==> src/qte_pkg.sv <==
// shared constants, types and the arctangent table for the quaternion to euler unit
package qte_pkg;

  localparam int QUAT_FRAC_BITS = 15;
  localparam int ANGLE_BITS     = 16;
  localparam int QW             = 16;
  localparam int VW             = 36;
  localparam int ZW             = 34;
  localparam int SQRT_STEPS     = 32;
  localparam int RAD_W          = 2 * SQRT_STEPS;
  localparam int REM_W          = SQRT_STEPS + 4;

  localparam logic signed [VW-1:0] ONE_Q  = VW'(64'sd1 <<< (2 * QUAT_FRAC_BITS));
  localparam logic signed [VW-1:0] HALF_Q = VW'(64'sd1 <<< (2 * QUAT_FRAC_BITS - 1));
  localparam logic signed [ZW-1:0] QUARTER_TURN = ZW'(64'sd1 <<< 30);
  localparam logic signed [ZW-1:0] ROUND_HALF = ZW'(64'sd1 <<< (31 - ANGLE_BITS));

  typedef struct packed {
    logic signed [VW-1:0] x;
    logic signed [VW-1:0] y;
    logic signed [ZW-1:0] z;
    logic                 zero;
  } vec_t;

  // atan(2^-i), pi = 2^31
  function automatic logic [31:0] atan_val(input int i);
    logic [31:0] r;
    case (i)
      0:  r = 32'h20000000;  1:  r = 32'h12E4051E;  2:  r = 32'h09FB385B;
      3:  r = 32'h051111D4;  4:  r = 32'h028B0D43;  5:  r = 32'h0145D7E1;
      6:  r = 32'h00A2F61E;  7:  r = 32'h00517C55;  8:  r = 32'h0028BE53;
      9:  r = 32'h00145F2F;  10: r = 32'h000A2F98;  11: r = 32'h000517CC;
      12: r = 32'h00028BE6;  13: r = 32'h000145F3;  14: r = 32'h0000A2FA;
      15: r = 32'h0000517D;  16: r = 32'h000028BE;  17: r = 32'h0000145F;
      18: r = 32'h00000A30;  19: r = 32'h00000518;  20: r = 32'h0000028C;
      21: r = 32'h00000146;  22: r = 32'h000000A3;  23: r = 32'h00000051;
      24: r = 32'h00000029;  25: r = 32'h00000014;  26: r = 32'h0000000A;
      27: r = 32'h00000005;  28: r = 32'h00000003;  29: r = 32'h00000001;
      30: r = 32'h00000001;
      default: r = 32'h00000000;
    endcase
    return r;
  endfunction

  // fold the left half plane onto the right half plane
  function automatic vec_t prerotate(input logic signed [VW-1:0] x,
                                     input logic signed [VW-1:0] y);
    vec_t v;
    v.zero = (x == '0) && (y == '0);
    if (x < 0) begin
      if (y >= 0) begin
        v.x = y;
        v.y = -x;
        v.z = QUARTER_TURN;
      end else begin
        v.x = -y;
        v.y = x;
        v.z = -QUARTER_TURN;
      end
    end else begin
      v.x = x;
      v.y = y;
      v.z = '0;
    end
    return v;
  endfunction

  // round an internal angle to the output field
  function automatic logic [ANGLE_BITS-1:0] to_field(input logic signed [ZW-1:0] z);
    logic signed [ZW-1:0] r;
    r = z + ROUND_HALF;
    return r[31 -: ANGLE_BITS];
  endfunction

endpackage

==> src/qte_cordic_cell.sv <==
// one vectoring rotation of the cordic arctangent
module qte_cordic_cell import qte_pkg::*; #(
  parameter int STAGE = 0
) (
  input  logic clk,
  input  vec_t v_in,
  output vec_t v
);

  localparam logic signed [ZW-1:0] ANG = ZW'(atan_val(STAGE));

  logic signed [VW-1:0] xs;
  logic signed [VW-1:0] ys;

  assign xs = v_in.x >>> STAGE;
  assign ys = v_in.y >>> STAGE;

  always_ff @(posedge clk) begin
    v.zero <= v_in.zero;
    if (v_in.y >= 0) begin
      v.x <= v_in.x + ys;
      v.y <= v_in.y - xs;
      v.z <= v_in.z + ANG;
    end else begin
      v.x <= v_in.x - ys;
      v.y <= v_in.y + xs;
      v.z <= v_in.z - ANG;
    end
  end

endmodule

==> config.mk <==
export PLATFORM = sky130hd
export DESIGN_NAME = qte_cordic_cell
export DESIGN_NICKNAME = d
export VERILOG_FILES = /design/src/qte_pkg.sv /design/src/qte_cordic_cell.sv
export SDC_FILE = /design/constraint.sdc
export NUM_CORES = 1
export LEC_CHECK = 0
export BUFFER_PORTS_ARGS = -buffer_cell sky130_fd_sc_hd__buf_4
export CAP_MARGIN = 30
export CORE_MARGIN = 2
export CORE_UTILIZATION = 37
export DETAILED_ROUTE_END_ITERATION = 8
export PLACE_DENSITY = 0.64
export SETUP_SLACK_MARGIN = 0.15
export SYNTH_ARGS = -nofsm -noshare
export SYNTH_HDL_FRONTEND = slang
export SYNTH_SLANG_ARGS = --single-unit
==> constraint.sdc <==
create_clock -name clk -period 3.2 [get_ports clk]
set_input_delay 0.32 -clock clk [delete_from_list [all_inputs] [get_ports clk]]
set_output_delay 0.32 -clock clk [all_outputs]
set_load 0.005 [all_outputs]
After elaboration in Yosys (flattened, before gate mapping)
Cells that the tools add are included.
- output and inout bits: 107
- bits of input ports: 108
- bits in registers: 107
- $add $sub $neg: 5
- mux-type cells: 1
- $lt $le $gt $ge: 1
- operators by type and width (cell ; number):
    two-way mux 106 bit ; 1
    subtractor 36 bit ; 2
    adder 36 bit ; 1
    greater-or-equal comparator 36 x 1 -> 1 bit (second input constant) ; 1
    adder 34 x 31 -> 34 bit (second input constant) ; 1
    subtractor 34 x 31 -> 34 bit (second input constant) ; 1

Depth between registers and ports, before layout
Gate-level depths: netlist of the first run.
- word-level depth: 2
- gate-level depth with buffers: 12
- depth with buffers taken out: 12

Worst setup path after synthesis of the first run
No wires, ideal clock.
- path kind: in2reg
- from: input port v_in[35] (netlist name)
- to: register v[55] (netlist name)
- arrival time: 2829 ps
- setup slack: 279 ps
- cell stages on the path: 11
- library setup time: 92 ps
- path buffers: 0
- path through: ha_1 -> fa_1 -> nor2b_1 -> o211a_1 -> o211a_1 -> o211a_1 -> o31ai_4 -> nand2b_2 -> a21oi_1 -> mux2_2 -> nor4_1
- word-level cells in the longest chain between the ends: 2
- RTL lines (item ; RTL line ; source):
    start: declaration ; qte_cordic_cell.sv:6 ; input vec_t v_in,
    adder 36 bit (tied with other cells) ; qte_cordic_cell.sv:26 ; v.y <= v_in.y + xs;
    two-way mux 106 bit (*) ; qte_cordic_cell.sv:20 ; if (v_in.y >= 0) begin
    end: declaration ; qte_cordic_cell.sv:7 ; output vec_t v
Mark *: on every way between the ends. The rest lies on a longest branch, timed or not.

Final worst setup path of the first run
Ends and elaborated chain as after synthesis.

==> run summary, run 1 <==
Area grow syn2layout -> 32.42%
HPWL Detailed -> 22.37 mm
Number of enable flip-flop cells after synthesis -> 0
Site Rows -> 54
Worst hold slack -> 60.68 ps
Chip height -> 154.1 um
Cell leakage power -> 5.381 nW
Clk slew on worst S/H paths -> 80 ps
Top reg by flops -> v
Pre-Repair DR Iteration Count -> 5
Crit path max-delay family -> compound AO/OA/AOI/OAI gates
Initial core utilization -> 37.97%
Required @ worst endpoint -> 3490 ps
Hold/Removal Path Class -> input pin to flop
Final antenna-violating net count -> 0
Largest net degree at the start of global routing -> 56
Synth warnings -> 0
Clock tree buffer depth -> 2
Simple-Gate Fraction of Synth Area -> 13.24%
Number of global-route vias before repair -> 8238
H-tree levels -> 3
Outcome -> complete, no violations
Minimum clock period -> 2845 ps
Top-area cell type share of the netlist area -> 25.45%
Layout cells sized above 1 -> 25.53%
CTS Sinks -> 106
Drt initial violations -> 735
Cts hold-fix bufs -> 0
Vias/cell -> 5.350
Syn avg cell area -> 7.932 um2
Post-synthesis compound-gate area fraction -> 26.10%
CORE AREA -> 21960 um2
Fin crit share -> 88.92%
Number of setup violations in the final report -> 0
Most numerous cell in the Yosys netlist -> a21oi_1
Crit end category -> flop
Synth Area in XOR/XNOR -> 7.459%
Area leader, netlist -> dfxtp_1
CTS Root Cell -> clkbuf_16
Seq/Total Area, Yosys -> 25.45%
Worst-margin pin slew -> 770.4 ps
Crit Path Class -> input pin to flop
CP max stage cell -> fa_1
Total wire length -> 27.53 mm
Total number of vias -> 8538
Top cells by area, synth -> dfxtp_1, ha_1, a21oi_1, xnor2_1, inv_1
Worst slew margin -> 48.57%
Fmax -> 0.3514 GHz
Post-synth net total -> 1271
Most frequent CP cell -> o211a_1
Routability Congestion -> 0.9567
Portion of netlist area occupied by mux cells -> 2.671%
Maximum VDD drop -> 0.0002957 V
Drt wl/cell -> 17.25 um
Critical path arrival -> 3130 ps
CP max stage delay -> 410 ps
Fin util -> 50.27%
Post-CTS Setup Bufs -> 0
GRT overflow -> 0
GRT Overall Usage -> 22.68%
Worst path bufs/invs -> 1
Post-Synthesis Cells -> 1051
Width of the chip -> 154.1 um
Port buffer count -> 214
Setup repair after global routing missed its margin -> no
Cells along the critical path -> buf_4, ha_1, fa_1, nor2b_1, o211a_1, o211a_1, o211a_1, o31ai_4, nand2b_2, a21oi_1, mux2_2, nor4_2
Drt drc -> 0
Top-Level Pins -> 215
Worst-path fanout max -> 4
Ant. Diodes -> 0
Post-synthesis cell area -> 8337 um2
Biggest regs -> v (106)
Hold Startpoint -> v_in[14]
Async S/R FF share, synth -> 0%
Ys flop type -> dfxtp_1
Pwr dens -> 436.0 nW/um2
DIE AREA -> 23750 um2
Clock buffer count from CTS -> 9
Crit start category -> input pin
Worst Hold Depth -> 1
FF+latch count, synth -> 106
Number of flip-flops under the largest register name -> 106
Fin. Hold Viols -> 0
# Max-Cap Violations -> 0
Final nets -> 1531
Endpoint, Worst Hold -> v[14]
First-pass GRT wire length -> 43.17 mm
Post-synth cell types -> 66
Post-CTS Resized -> 0
Combinational family with the most area after synthesis -> compound AO/OA/AOI/OAI gates
Adder-Cell Fraction of Synth Area -> 17.17%
Final Max Tran Viols -> 0
CTS tree -> yes
Synth top cells by count -> a21oi_1, inv_1, ha_1
Antenna violations before repair -> 0
## stage by stage
step | total power, W | TNS, ps | area, um2 | setup slack, ps | instances
6_report | 0.004813 | 0 | 11040 | 354.6 | 1596
5_1_grt | 0.005091 | 0 | 11040 | 187.2 | 1596
4_1_cts | 0.004846 | 0 | 11030 | 352.5 | 1596
3_5_place_dp | 0.003638 | -22.23 | 10720 | -22.23 | 1580
3_3_place_gp | 0.003631 | 0 | 10720 | 42.28 | 1580
2_1_floorplan | 0.002657 | 0 | 8337 | 279.4 | 1051
## logic make-up after synthesis
group | Yosys count
adders and majority gates | 112
DFF | 106
xor gates and xnor gates | 71
AOI/OAI and AO/OA | 338
muxes | 22
and+or+nand+nor | 233
buffers and inverters | 169
## layout by cell type (no fill, tap or decap), types with 6 or more instances in the layout
cell type,count
nor2_1,74
clkbuf_16,9
o21ai_0,54
a21o_1,18
a31oi_1,9
xnor2_1,62
nor2b_1,14
o2111ai_1,6
nor3_1,20
nand4_1,12
mux2i_1,20
nor4_1,8
inv_1,112
dfxtp_1,106
ha_1,108
o31ai_1,17
a21oi_1,124
o211ai_1,11
and2_1,6
a2111oi_0,6
buf_4,300
o21bai_1,22
nand2b_1,6
and3_1,9
a211oi_1,11
xor2_1,9
nand3_1,16
a211o_1,7
nand2_1,53
## metal layers
metal  vias up  track usage (%)  share of wire, %
li1       4187                -                 -
met1      3944            30.31                45
met2       366            37.69                46
met3        41            3.100               7.1
met4         0            7.521               2.1
met5         -                0                 0
## how the worst max path moves through the flow
stage	to	startpoint	cells past startpoint	slack, ps
after global placement	v[55]	v_in[35]	12	40
after global routing	v[55]	v_in[35]	12	190
after CTS	v[55]	v_in[35]	12	350
final	v[55]	v_in[35]	12	350
after floorplan	v[55]	v_in[35]	11	280
after detailed placement	v[55]	v_in[35]	12	-20
## where the power goes
group | leakage, nW | internal, W | switching [W]
combinational | 4.34 | 0.000963 | 0.000993
sequential | 0.894 | 0.00157 | 0.0000981
clock | 0.151 | 0.000639 | 0.000551
## area by class of cell
type	count	area, um2
clock buffers	10	239.0
clock inverters	6	71.32
fillers	2163	10920
inverters	118	442.9
multi-input cells	776	5562
flip-flops and latches	106	2122
well taps	280	350.3
repair buffers	300	2252
Note: power is estimated with default switching activity, not from simulation.
==> run 2: changes to the inputs <==
--- a/config.mk
+++ b/config.mk
@@ -10,6 +10,7 @@
 export CORE_MARGIN = 2
 export CORE_UTILIZATION = 37
 export DETAILED_ROUTE_END_ITERATION = 8
+export MAX_ROUTING_LAYER = met4
 export PLACE_DENSITY = 0.64
 export SETUP_SLACK_MARGIN = 0.15
 export SYNTH_ARGS = -nofsm -noshare
==> run summary, run 2 (synthesized netlist as in run 1, its figures left out) <==
CORE AREA -> 21960 um2
Most frequent CP cell -> o211a_1
# Max-Cap Violations -> 0
Total number of vias -> 8627
Setup repair after global routing missed its margin -> no
Crit Path Class -> input pin to flop
Pwr dens -> 434.6 nW/um2
Cell leakage power -> 5.418 nW
Vias/cell -> 5.372
Fin crit share -> 89.40%
Area grow syn2layout -> 33.12%
DIE AREA -> 23750 um2
Top-Level Pins -> 215
Psw -> 0.001720 W
CTS Sinks -> 106
Hold/Removal Path Class -> input pin to flop
Top reg by flops -> v
Clock buffer count from CTS -> 9
Pint -> 0.003103 W
Outcome -> complete, no violations
GRT overflow -> 0
Drt initial violations -> 622
Final antenna-violating net count -> 0
Fin. Hold Viols -> 0
Routability Congestion -> 0.9432
Total wire length -> 27.79 mm
Layout cells sized above 1 -> 25.96%
Minimum clock period -> 2861 ps
Largest net degree at the start of global routing -> 72
Width of the chip -> 154.1 um
Pre-Repair DR Iteration Count -> 5
Clock tree buffer depth -> 2
Chip height -> 154.1 um
Clk slew on worst S/H paths -> 90 ps
Maximum VDD drop -> 0.0002351 V
Crit path depth -> 12
Number of setup violations in the final report -> 0
H-tree levels -> 3
Number of global-route vias before repair -> 8171
First-pass GRT wire length -> 43.54 mm
Finished Cell Area -> 11100 um2
CP max stage cell -> fa_1
Final worst setup slack -> 339.2 ps
Crit start category -> input pin
Clock power frac -> 24.7%
CP max stage delay -> 420 ps
Cts hold-fix bufs -> 0
Crit path max-delay family -> compound AO/OA/AOI/OAI gates
Worst setup path start -> v_in[35]
Worst-margin pin slew -> 839.5 ps
Cells along the critical path -> buf_4, ha_1, fa_1, nor2b_1, o211a_1, o211a_1, o211a_1, o31ai_4, nand2b_2, a21oi_1, mux2_2, nor4_1
Critical path destination -> v[55]
Initial core utilization -> 37.97%
Layout Cells excl Fill -> 1606
Required @ worst endpoint -> 3480 ps
Seq pwr share -> 34.5%
HPWL Detailed -> 22.44 mm
Post-CTS Setup Bufs -> 0
Worst-path fanout max -> 4
Place WS -> -12.48 ps
Placed cell areas -> 10790 um2
Dpl cells -> 1589
CTS tree -> yes
CTS Root Cell -> clkbuf_16
Crit end category -> flop
Comb power frac -> 40.9%
Final Max Tran Viols -> 0
Post-CTS Resized -> 0
Final nets -> 1540
Sw Share -> 35.67%
Port buffer count -> 214
Critical path arrival -> 3140 ps
Fmax -> 0.3495 GHz
Number of flip-flops under the largest register name -> 106
Worst slew margin -> 44.03%
Most common cell after layout, fill and taps aside -> buf_4
GRT Overall Usage -> 23.65%
Antenna violations before repair -> 1
Site Rows -> 54
Drt drc -> 0
Power Total -> 0.004823 W
Fin util -> 50.54%
Worst path bufs/invs -> 1
Drt wl/cell -> 17.31 um
Most frequent cells in the layout -> buf_4, a21oi_1, inv_1
Biggest regs -> v (106)
run 2: changes by cell type in the layout (fill, tap and decap cells not counted):
cell       previous run  this run
clkinv_2              1         0
buf_4               300       309
nor4_1                8         9
clkinv_8              0         2
nor4_2                1         0
clkbuf_8              1         0
diode_2               0         1
bufinv_16             1         0
inv_8                 1         2
run 2: area by class of cell:
| class | count | area (um2) |
|---|---|---|
| fillers | 2169 | 10860 |
| multi-input cells | 776 | 5555 |
| repair buffers | 309 | 2320 |
| flip-flops and latches | 106 | 2122 |
| inverters | 118 | 442.9 |
| well taps | 280 | 350.3 |
| clock buffers | 9 | 225.2 |
| clock inverters | 7 | 80.08 |
| diodes | 1 | 2.502 |
run 2: worst min-delay path by stage:
stage                         from  endpoint  slack [ps]  depth (start not counted)
after CTS                 v_in[15]     v[15]          40                          1
after floorplan            v_in[0]      v[0]         350                          0
final                     v_in[15]     v[15]          50                          1
after detailed placement  v_in[21]     v[21]         430                          1
after global routing      v_in[13]     v[13]          20                          1
after global placement    v_in[14]     v[14]         420                          1
run 2: through the flow:
| step | TNS, ps | hold slack, ps |
|---|---|---|
| 6_report | 0 | 50.42 |
| 5_1_grt | 0 | 24.32 |
| 4_1_cts | 0 | 36.26 |
| 3_5_place_dp | -12.48 | 425.6 |
| 3_3_place_gp | 0 | 424.3 |
| 2_1_floorplan | 0 | 347.7 |
run 2: routing by layer:
metal	share of wire, %	vias to the layer above	GRT usage, %
met3	7.2	47	3.579
li1	-	4203	-
met1	44	4002	30.98
met4	2.2	0	6.809
met2	46	375	37.88
met5	0	-	-
run 2: power by group through the flow:
stage          registers, W  clock network [W]  logic [W]
2_1_floorplan       0.00170                  0   0.000962
3_3_place_gp        0.00170                  0    0.00195
3_5_place_dp        0.00170                  0    0.00196
4_1_cts             0.00167            0.00124    0.00197
5_1_grt             0.00168            0.00128    0.00215
6_report            0.00166            0.00119    0.00197
