===== src/qte_pkg.sv =====
// shared constants, types and the arctangent table for the quaternion to euler unit
package qte_pkg;

  localparam int QUAT_FRAC_BITS = 15;
  localparam int ANGLE_BITS     = 16;
  localparam int QW             = 16;
  localparam int VW             = 36;
  localparam int ZW             = 34;
  localparam int SQRT_STEPS     = 32;
  localparam int RAD_W          = 2 * SQRT_STEPS;
  localparam int REM_W          = SQRT_STEPS + 4;

  localparam logic signed [VW-1:0] ONE_Q  = VW'(64'sd1 <<< (2 * QUAT_FRAC_BITS));
  localparam logic signed [VW-1:0] HALF_Q = VW'(64'sd1 <<< (2 * QUAT_FRAC_BITS - 1));
  localparam logic signed [ZW-1:0] QUARTER_TURN = ZW'(64'sd1 <<< 30);
  localparam logic signed [ZW-1:0] ROUND_HALF = ZW'(64'sd1 <<< (31 - ANGLE_BITS));

  typedef struct packed {
    logic signed [VW-1:0] x;
    logic signed [VW-1:0] y;
    logic signed [ZW-1:0] z;
    logic                 zero;
  } vec_t;

  // atan(2^-i), pi = 2^31
  function automatic logic [31:0] atan_val(input int i);
    logic [31:0] r;
    case (i)
      0:  r = 32'h20000000;  1:  r = 32'h12E4051E;  2:  r = 32'h09FB385B;
      3:  r = 32'h051111D4;  4:  r = 32'h028B0D43;  5:  r = 32'h0145D7E1;
      6:  r = 32'h00A2F61E;  7:  r = 32'h00517C55;  8:  r = 32'h0028BE53;
      9:  r = 32'h00145F2F;  10: r = 32'h000A2F98;  11: r = 32'h000517CC;
      12: r = 32'h00028BE6;  13: r = 32'h000145F3;  14: r = 32'h0000A2FA;
      15: r = 32'h0000517D;  16: r = 32'h000028BE;  17: r = 32'h0000145F;
      18: r = 32'h00000A30;  19: r = 32'h00000518;  20: r = 32'h0000028C;
      21: r = 32'h00000146;  22: r = 32'h000000A3;  23: r = 32'h00000051;
      24: r = 32'h00000029;  25: r = 32'h00000014;  26: r = 32'h0000000A;
      27: r = 32'h00000005;  28: r = 32'h00000003;  29: r = 32'h00000001;
      30: r = 32'h00000001;
      default: r = 32'h00000000;
    endcase
    return r;
  endfunction

  // fold the left half plane onto the right half plane
  function automatic vec_t prerotate(input logic signed [VW-1:0] x,
                                     input logic signed [VW-1:0] y);
    vec_t v;
    v.zero = (x == '0) && (y == '0);
    if (x < 0) begin
      if (y >= 0) begin
        v.x = y;
        v.y = -x;
        v.z = QUARTER_TURN;
      end else begin
        v.x = -y;
        v.y = x;
        v.z = -QUARTER_TURN;
      end
    end else begin
      v.x = x;
      v.y = y;
      v.z = '0;
    end
    return v;
  endfunction

  // round an internal angle to the output field
  function automatic logic [ANGLE_BITS-1:0] to_field(input logic signed [ZW-1:0] z);
    logic signed [ZW-1:0] r;
    r = z + ROUND_HALF;
    return r[31 -: ANGLE_BITS];
  endfunction

endpackage


===== src/qte_sqrt_cell.sv =====
// one digit step of the pipelined integer square root
module qte_sqrt_cell import qte_pkg::*; (
  input  logic                  clk,
  input  logic [RAD_W-1:0]      rad_in,
  input  logic [REM_W-1:0]      rem_in,
  input  logic [SQRT_STEPS-1:0] root_in,
  output logic [RAD_W-1:0]      rad,
  output logic [REM_W-1:0]      rem,
  output logic [SQRT_STEPS-1:0] root
);

  logic [REM_W-1:0] rem_sh;
  logic [REM_W-1:0] trial;

  assign rem_sh = {rem_in[REM_W-3:0], rad_in[RAD_W-1 -: 2]};
  assign trial  = REM_W'({root_in, 2'b01});

  always_ff @(posedge clk) begin
    rad <= {rad_in[RAD_W-3:0], 2'b00};
    if (rem_sh >= trial) begin
      rem  <= rem_sh - trial;
      root <= {root_in[SQRT_STEPS-2:0], 1'b1};
    end else begin
      rem  <= rem_sh;
      root <= {root_in[SQRT_STEPS-2:0], 1'b0};
    end
  end

endmodule


===== config.mk =====
export PLATFORM = sky130hd
export DESIGN_NAME = qte_sqrt_cell
export DESIGN_NICKNAME = d
export VERILOG_FILES = /design/src/qte_pkg.sv /design/src/qte_sqrt_cell.sv
export SDC_FILE = /design/constraint.sdc
export NUM_CORES = 1
export LEC_CHECK = 0
export ABC_CLOCK_PERIOD_IN_PS = 2900
export BUFFER_PORTS_ARGS = -buffer_cell sky130_fd_sc_hd__buf_2
export CORE_ASPECT_RATIO = 0.6
export CORE_MARGIN = 2
export CORE_UTILIZATION = 46
export CTS_CLUSTER_SIZE = 16
export DETAILED_ROUTE_END_ITERATION = 8
export PLACE_DENSITY = 0.86
export SETUP_SLACK_MARGIN = 0.3
export SLEW_MARGIN = 20
export SYNTH_ARGS = -nofsm -noshare
export SYNTH_HDL_FRONTEND = slang
export SYNTH_SLANG_ARGS = --single-unit

===== constraint.sdc =====
create_clock -name clk -period 2.9 [get_ports clk]
set_input_delay 0.435 -clock clk [delete_from_list [all_inputs] [get_ports clk]]
set_output_delay 0.435 -clock clk [all_outputs]
set_load 0.01 [all_outputs]

Yosys cells after proc, flatten, opt, wreduce, memory -nomap -nowiden --
Index checks and enable logic that the tools add are counted.
Storage, ports and cells: output and inout bits 132, word-level logic and storage cells 7, register bits after elaboration 130, input bits 133
Cells by class: $lt $le $gt $ge 1, multiplexer cells 2, add/subtract/negate cells 1
Operator list (count):
- $ge A36 B34 Y1 | 1
- $mux W36 | 1
- $sub A36 B34 Y36 | 1
- $mux W1 | 1

Longest topological paths before layout --
Gate-level depths: netlist of run 1.
word-level depth 2, mapped depth 12, mapped depth without buffers 10

Worst setup path after synthesis of run 1 --
OpenSTA, ideal clock, no wires.
path type input -> register, from in root_in[18], to reg rem[11], path slack 0.428 ns, data arrival time 2.351 ns, stages 11, buffers on the path 2, setup time 0.121 ns, cells stage by stage inv_1 ha_1 buf_2 nand4_1 nor4_4 nand2_1 nor3_2 nor3b_2 a21oi_4 buf_6 mux2_4
On the way: longest elaborated chain between the ends 2
RTL lines:
- start: declaration | line qte_sqrt_cell.sv:6 | input logic [SQRT_STEPS-1:0] root_in,
- $ge A36 B34 Y1 | line qte_sqrt_cell.sv:20 | if (rem_sh >= trial) begin
- $mux W36 | line qte_sqrt_cell.sv:20
- end signal: assignment | line qte_sqrt_cell.sv:21 | rem <= rem_sh - trial;
- end signal: assignment | line qte_sqrt_cell.sv:24 | rem <= rem_sh;
- end: declaration | line qte_sqrt_cell.sv:8 | output logic [REM_W-1:0] rem,
No other way between the ends.

Worst setup path in the final report of run 1 --
from in root_in[4], to reg rem[33]
On the way: longest elaborated chain between the ends 2
RTL lines (line):
- $sub A36 B34 Y36 / $ge A36 B34 Y1 (equally long branches) | qte_sqrt_cell.sv:21, qte_sqrt_cell.sv:20
- $mux W36 (*) | qte_sqrt_cell.sv:20
Every way passes the cells marked *; elsewhere a longest branch is shown, timed or not.

==> run summary, run 1 <==
Status: completed
Total I/O pin count: 265
Wire length of the first global-routing pass: 21.1 mm
Number of flops mapped to enable cells by yosys: 0
Power per Cell Area: 697 nW/um2
Die Ht: 87.1 um
Number of hold buffers added after cts: 0
Final critical delay including setup and external delays: 2.51 ns
Core region area: 11,300 um2
Unrepaired setup endpoints after global routing: no
Total number of clock tree sinks: 130
Fraction of power consumed by combinational cells: 0.213
IR drop worst, VDD: 395 uV
Final worst-path cycle share: 0.867
Startpoint of the tightest hold check path: rad_in[30]
Router iterations before antenna repair: 5
Design Area, Final: 7450 um2
Sequential cell area fraction in the yosys report: 0.492
Worst path required time: 3.19 ns
Flops & latches, synth: 130
Class of the tightest hold or removal check: in -> reg
Static power due to leakage: 0.00371 uW
Starting DRC count in detailed routing: 410
Number of max-cap violations: 0
Global-route total usage across every layer: 0.220
Top post-synthesis cells by area: dfxtp_1 (49%), ha_1 (8.0%), a21oi_1 (4.7%)
Final hold violations: 0
Source of the critical timing path: root_in[4]
Area growth, synth to finish: 40.8%
Switching Fraction: 0.285
Drt wl/cell: 14.6 um
FFs w/ async S/R, synth: 0
Die ar.: 12,400 um2
Peak fanout along the critical path: 5
Final Max Slew Viols: 0
Capturing element type of the critical path: flip-flop
CP Data Arrival Time: 2.81 ns
Library cell with the highest instance count after synthesis: dfxtp_1
Via Count: 4,833
Grt ovf: 0
Deepest clock path buffer count: 2
Yosys warns: 0
Antenna diode count: 0
Share of the core filled with cells: 0.662
Switching pwr: 1480 uW
Clk network pwr share: 0.398
DRT antenna net count: 0
Remaining DRCs: 0
Finish-stage setup viols: 0
Clock transition at the registers of the reported paths: 0.06 ns
HPWL after detailed placement: 11.4 mm
Cell with the biggest individual delay on the critical path: a221oi_2
Buf/Inv on CP: 3
TritonCTS clock tree: built
Cell type group with the largest total delay on the critical path: compound AO/OA/AOI/OAI gates
Area share of the largest cell type after synthesis: 0.492
Cell variety after synth: 65
Maximum number of pins on one net before global-route repair: 34
Count of buffers from port buffering: 260
Worst-path cell chain: buf_2, inv_1, ha_1, nand4_1, a221oi_2, o21ai_1, o211ai_1, a21oi_1, buf_4, o21ai_0, xor2_1, mux2_4
Mean instance size in the synthesized netlist: 10.0 um2
CP max stage delay: 0.37 ns
Area of the mapped netlist: 5290 um2
Number of global-route vias before repair: 4,418
Final estimated routing congestion in global placement: 0.917
Deepest level of the CTS H-tree: 4
Number of nets in the layout: 980
Share of final-layout standard cells stronger than drive strength 1: 0.432
Internal power: 3710 uW
Largest area contributor in the synthesized netlist: dfxtp_1
Dominant register cell in the synthesized netlist: dfxtp_1
Number of cells produced by synthesis: 529
Root buffer selected by CTS: clkbuf_16
Path type of the worst setup path: in -> reg
Width of the chip: 142 um
F_max: 398 MHz
Most instantiated cells after synthesis: dfxtp_1 (130), a21oi_1 (50), nor2_1 (40)
Sequential share of power: 0.389
Detailed-route wire length: 14.2 mm
Post-placement cell area: 6870 um2
Sort of element at the start of the critical path: primary input
Total clock buffers created by CTS: 17
Vias per cell: 4.98
Row count: 30
Initial antenna violation count: 0
Aggregate negative setup slack: 0 ns
Initial Util: 0.470
sequential cells by signal, indices dropped and copies added (netlist names):
| name | flops |
|---|---|
| root | 32 |
| rem | 36 |
| rad | 62 |
stage by stage:
stage                     total power (uW)  worst slack, ns  hold WS (ns)  std cells
after floorplan                       2710            0.428         0.463        530
after CTS                             5240            0.388         0.108        970
after detailed placement              3150           0.0421         0.539        938
after global placement                3130           0.0803         0.537        938
after global routing                  5430            0.314         0.100        970
final                                 5190            0.387         0.118        970
logic make-up (layout without fill, tap and decap cells):
| group | Yosys count | after routing | synth area share |
|---|---|---|---|
| flip-flops | 130 | 130 | 0.492 |
| multiplexers | 10 | 10 | 0.0262 |
| other | 1 | 2 | 0.000709 |
| AO/OA/AOI/OAI | 133 | 133 | 0.167 |
| adder cells (fa/ha/maj) | 34 | 34 | 0.0804 |
| AND/OR/NAND/NOR | 126 | 126 | 0.125 |
| buffers and inverters | 62 | 358 | 0.0537 |
| XOR/XNOR | 33 | 33 | 0.0560 |
final timing paths:
| path | endpoint | slack [ns] | depth (start not counted) |
|---|---|---|---|
| min | rad[32] | 0.12 | 1 |
| max | rem[33] | 0.39 | 12 |
repair_timing:
item / CTS / global route
resized for setup: 0 / 2
endpoints found under the setup margin: 0 / 3
buffers inserted: 0 / 0
cell usage in the layout, fill, tap and decap left out, types with 2 or more instances in the layout:
master	count
a31oi_1	3
o21a_1	5
nand2_1	31
nor3_2	2
and2_1	2
ha_1	34
dfxtp_1	130
xnor2_1	18
clkinvlp_4	5
buf_12	2
a21o_1	7
a21oi_1	49
o21ai_0	21
and3_1	4
o211ai_1	5
buf_4	25
a21oi_2	10
nand2b_1	5
clkbuf_16	17
nor2_1	40
inv_6	7
buf_2	260
o2111ai_1	2
o21bai_1	6
mux2_2	2
nand3_1	9
inv_1	39
mux2_4	7
nor3_1	8
o21ai_1	5
conb_1	2
or4_1	2
a211oi_1	2
nand4_1	10
nor2b_1	3
xor2_1	14
power groups by stage:
| stage | clock network [uW] | registers, uW | logic [uW] |
|---|---|---|---|
| detailed placement | 0 | 2060 | 1100 |
| finish | 2070 | 2020 | 1110 |
| floorplan | 0 | 2160 | 544 |
| CTS | 2110 | 2020 | 1100 |
| global route | 2190 | 2040 | 1210 |
| global placement | 0 | 2050 | 1080 |
area by class of cell:
| class | count | area (um2) |
|---|---|---|
| inverters | 39 | 146 |
| well taps | 144 | 180 |
| repair buffers | 287 | 1530 |
| fillers | 955 | 3810 |
| flip-flops and latches | 130 | 2600 |
| clock buffers | 18 | 439 |
| clock inverters | 14 | 140 |
| multi-input cells | 338 | 2410 |
layer usage:
layer | vias to the layer above | routed length (um) | GRT usage
met3 | 15 | 1100 | 0.0616
li1 | 2392 | - | -
met5 | - | 0 | 0
met1 | 2192 | 6300 | 0.285
met2 | 234 | 6680 | 0.363
met4 | 0 | 119 | 0.0621
(Power assumes the default switching activity.)
==> run 2: changes to the inputs <==
--- a/config.mk
+++ b/config.mk
@@ -10,8 +10,10 @@
 export CORE_ASPECT_RATIO = 0.6
 export CORE_MARGIN = 2
 export CORE_UTILIZATION = 46
+export CTS_BUF_LIST = sky130_fd_sc_hd__clkbuf_16
 export CTS_CLUSTER_SIZE = 16
 export DETAILED_ROUTE_END_ITERATION = 8
+export GPL_ROUTABILITY_DRIVEN = 1
 export PLACE_DENSITY = 0.86
 export SETUP_SLACK_MARGIN = 0.3
 export SLEW_MARGIN = 20
==> run summary, run 2 (synthesized netlist as in run 1, its figures left out) <==
TritonCTS clock tree: built
Top register by number of flip-flops: rad
Design Area, Final: 7440 um2 (-0.13%)
Status: completed
Most common cell after layout, fill and taps aside: buf_2
Remaining DRCs: 0 (unchanged)
Commonest cells after routing, fill and taps aside: buf_2 (260), dfxtp_1 (130), a21oi_1 (49)
Static power due to leakage: 0.00370 uW (-0.15%)
Number of global-route vias before repair: 4,407 (-0.25%)
Total number of clock tree sinks: 130 (unchanged)
Core region area: 11,300 um2 (unchanged)
Row count: 30 (unchanged)
DRT antenna net count: 0 (unchanged)
Worst-path cell chain: buf_2, inv_1, ha_1, nand4_1, a221oi_2, o21ai_1, o211ai_1, a21oi_1, buf_4, o21ai_0, xor2_1, mux2_4
Cell with the biggest individual delay on the critical path: a221oi_2
Transition time at the pin with the least slew margin: 0.477 ns
Number of max-cap violations: 0 (unchanged)
Share of final-layout standard cells stronger than drive strength 1: 0.431 (-0.00121)
Drt wl/cell: 14.7 um (+0.16%)
Startpoint of the tightest hold check path: rad_in[30]
Deepest clock path buffer count: 2 (unchanged)
Peak fanout along the critical path: 5 (unchanged)
Worst path required time: 3.19 ns (about the same)
Deepest level of the CTS H-tree: 4 (unchanged)
Die Ht: 87.1 um (unchanged)
Global-route total usage across every layer: 0.220 (unchanged)
Total clock buffers created by CTS: 17 (unchanged)
Width of the chip: 142 um (unchanged)
HPWL after detailed placement: 11.4 mm (unchanged)
Sort of element at the start of the critical path: primary input
Clock transition at the registers of the reported paths: 0.06 ns (about the same)
Power per Cell Area: 694 nW/um2 (-0.41%)
Aggregate negative setup slack: 0 ns (unchanged)
Via Count: 4,835 (+0.041%)
Worst Hold End: rad[32]
Total I/O pin count: 265 (unchanged)
Initial antenna violation count: 0 (unchanged)
Unrepaired setup endpoints after global routing: no
Final Max Slew Viols: 0 (unchanged)
Final estimated routing congestion in global placement: 0.917 (unchanged)
CP Data Arrival Time: 2.81 ns (about the same)
Initial Util: 0.470 (unchanged)
Post-placement cell area: 6870 um2 (unchanged)
F_max: 397 MHz (-0.11%)
Capturing element type of the critical path: flip-flop
Vias per cell: 4.98 (about the same)
Final hold violations: 0 (unchanged)
Number of flip-flops under the largest register name: 62 (unchanged)
Antenna diode count: 0 (unchanged)
Grt ovf: 0 (unchanged)
Count of buffers from port buffering: 260 (unchanged)
Finish-stage setup viols: 0 (unchanged)
Final critical delay including setup and external delays: 2.52 ns (+0.00269 ns)
IR drop worst, VDD: 461 uV (+17%)
Router iterations before antenna repair: 5 (unchanged)
Largest registers ranked by flip-flop count: rad: 62 flops, rem: 36 flops, root: 32 flops
Die ar.: 12,400 um2 (unchanged)
Area growth, synth to finish: 40.6%
Wire length of the first global-routing pass: 21.1 mm (unchanged)
Final worst-path cycle share: 0.868 (+0.000928)
CP max stage delay: 0.37 ns (about the same)
Class of the tightest hold or removal check: in -> reg
Number of nets in the layout: 980 (unchanged)
Worst rel slew slack: 0.677
Path type of the worst setup path: in -> reg
Maximum number of pins on one net before global-route repair: 34 (unchanged)
Worst hold path depth: 1 (unchanged)
Root buffer selected by CTS: clkbuf_16
Detailed-route wire length: 14.2 mm (+0.16%)
Starting DRC count in detailed routing: 336 (-18%)
run 2: routing by layer:
layer | vias up | share of wire | global-route usage
met5 | - | 0 | 0
met4 | 0 | 0.0070 | 0.0621
met3 | 10 | 0.080 | 0.0616
met2 | 219 | 0.47 | 0.364
met1 | 2207 | 0.44 | 0.285
li1 | 2399 | - | -
run 2: critical path: cells and delay by family:
family / cells / cell delay (ns)
mux: 1 / 0.26
compound gates: 5 / 1.16
fa+ha+maj: 1 / 0.34
buf+inv: 3 / 0.29
xor+xnor: 1 / 0.12
simple gates: 1 / 0.19
run 2: cell type report:
type,instances,area [um2]
flip-flops and latches,130,2600
clock inverters,15,144
inverters,39,146
repair buffers,287,1530
fillers,953,3820
clock buffers,17,425
well taps,144,180
multi-input cells,338,2410
run 2: worst max path at each step:
stage,from,to,slack (ns),cells past startpoint
floorplan,root_in[18],rem[11],0.43,11
global placement,rem_in[0],rem[19],0.08,10
detailed placement,root_in[18],rem[4],0.04,11
CTS,rem_in[0],rem[33],0.39,11
global route,root_in[0],rem[33],0.31,12
finish,root_in[4],rem[33],0.38,12
run 2: where the power goes:
part           leakage (uW)  total (uW)  internal [uW]  switching (uW)
Sequential          0.00110        2020           1980            42.9
Combinational       0.00234        1110            512             596
Clock              0.000264        2040           1200             839
Total               0.00370        5160           3690            1480
run 2: repair_timing:
| action | in CTS | in global routing |
|---|---|---|
| hold buffers | 0 | 0 |
| setup buffers | 0 | 0 |
| setup endpoints to repair | 0 | 3 |
| hold endpoints to repair | 0 | 0 |
| resized for setup | 0 | 2 |
run 2: per-stage QoR:
stage | util | power [uW] | std cells | hold WS (ns) | setup slack [ns]
global route | 0.661 | 5410 | 970 | 0.0998 | 0.314
CTS | 0.660 | 5210 | 970 | 0.107 | 0.389
finish | 0.661 | 5160 | 970 | 0.118 | 0.384
floorplan | - | 2710 | 530 | 0.463 | 0.428
detailed placement | 0.610 | 3150 | 938 | 0.539 | 0.0421
global placement | 0.610 | 3130 | 938 | 0.537 | 0.0803
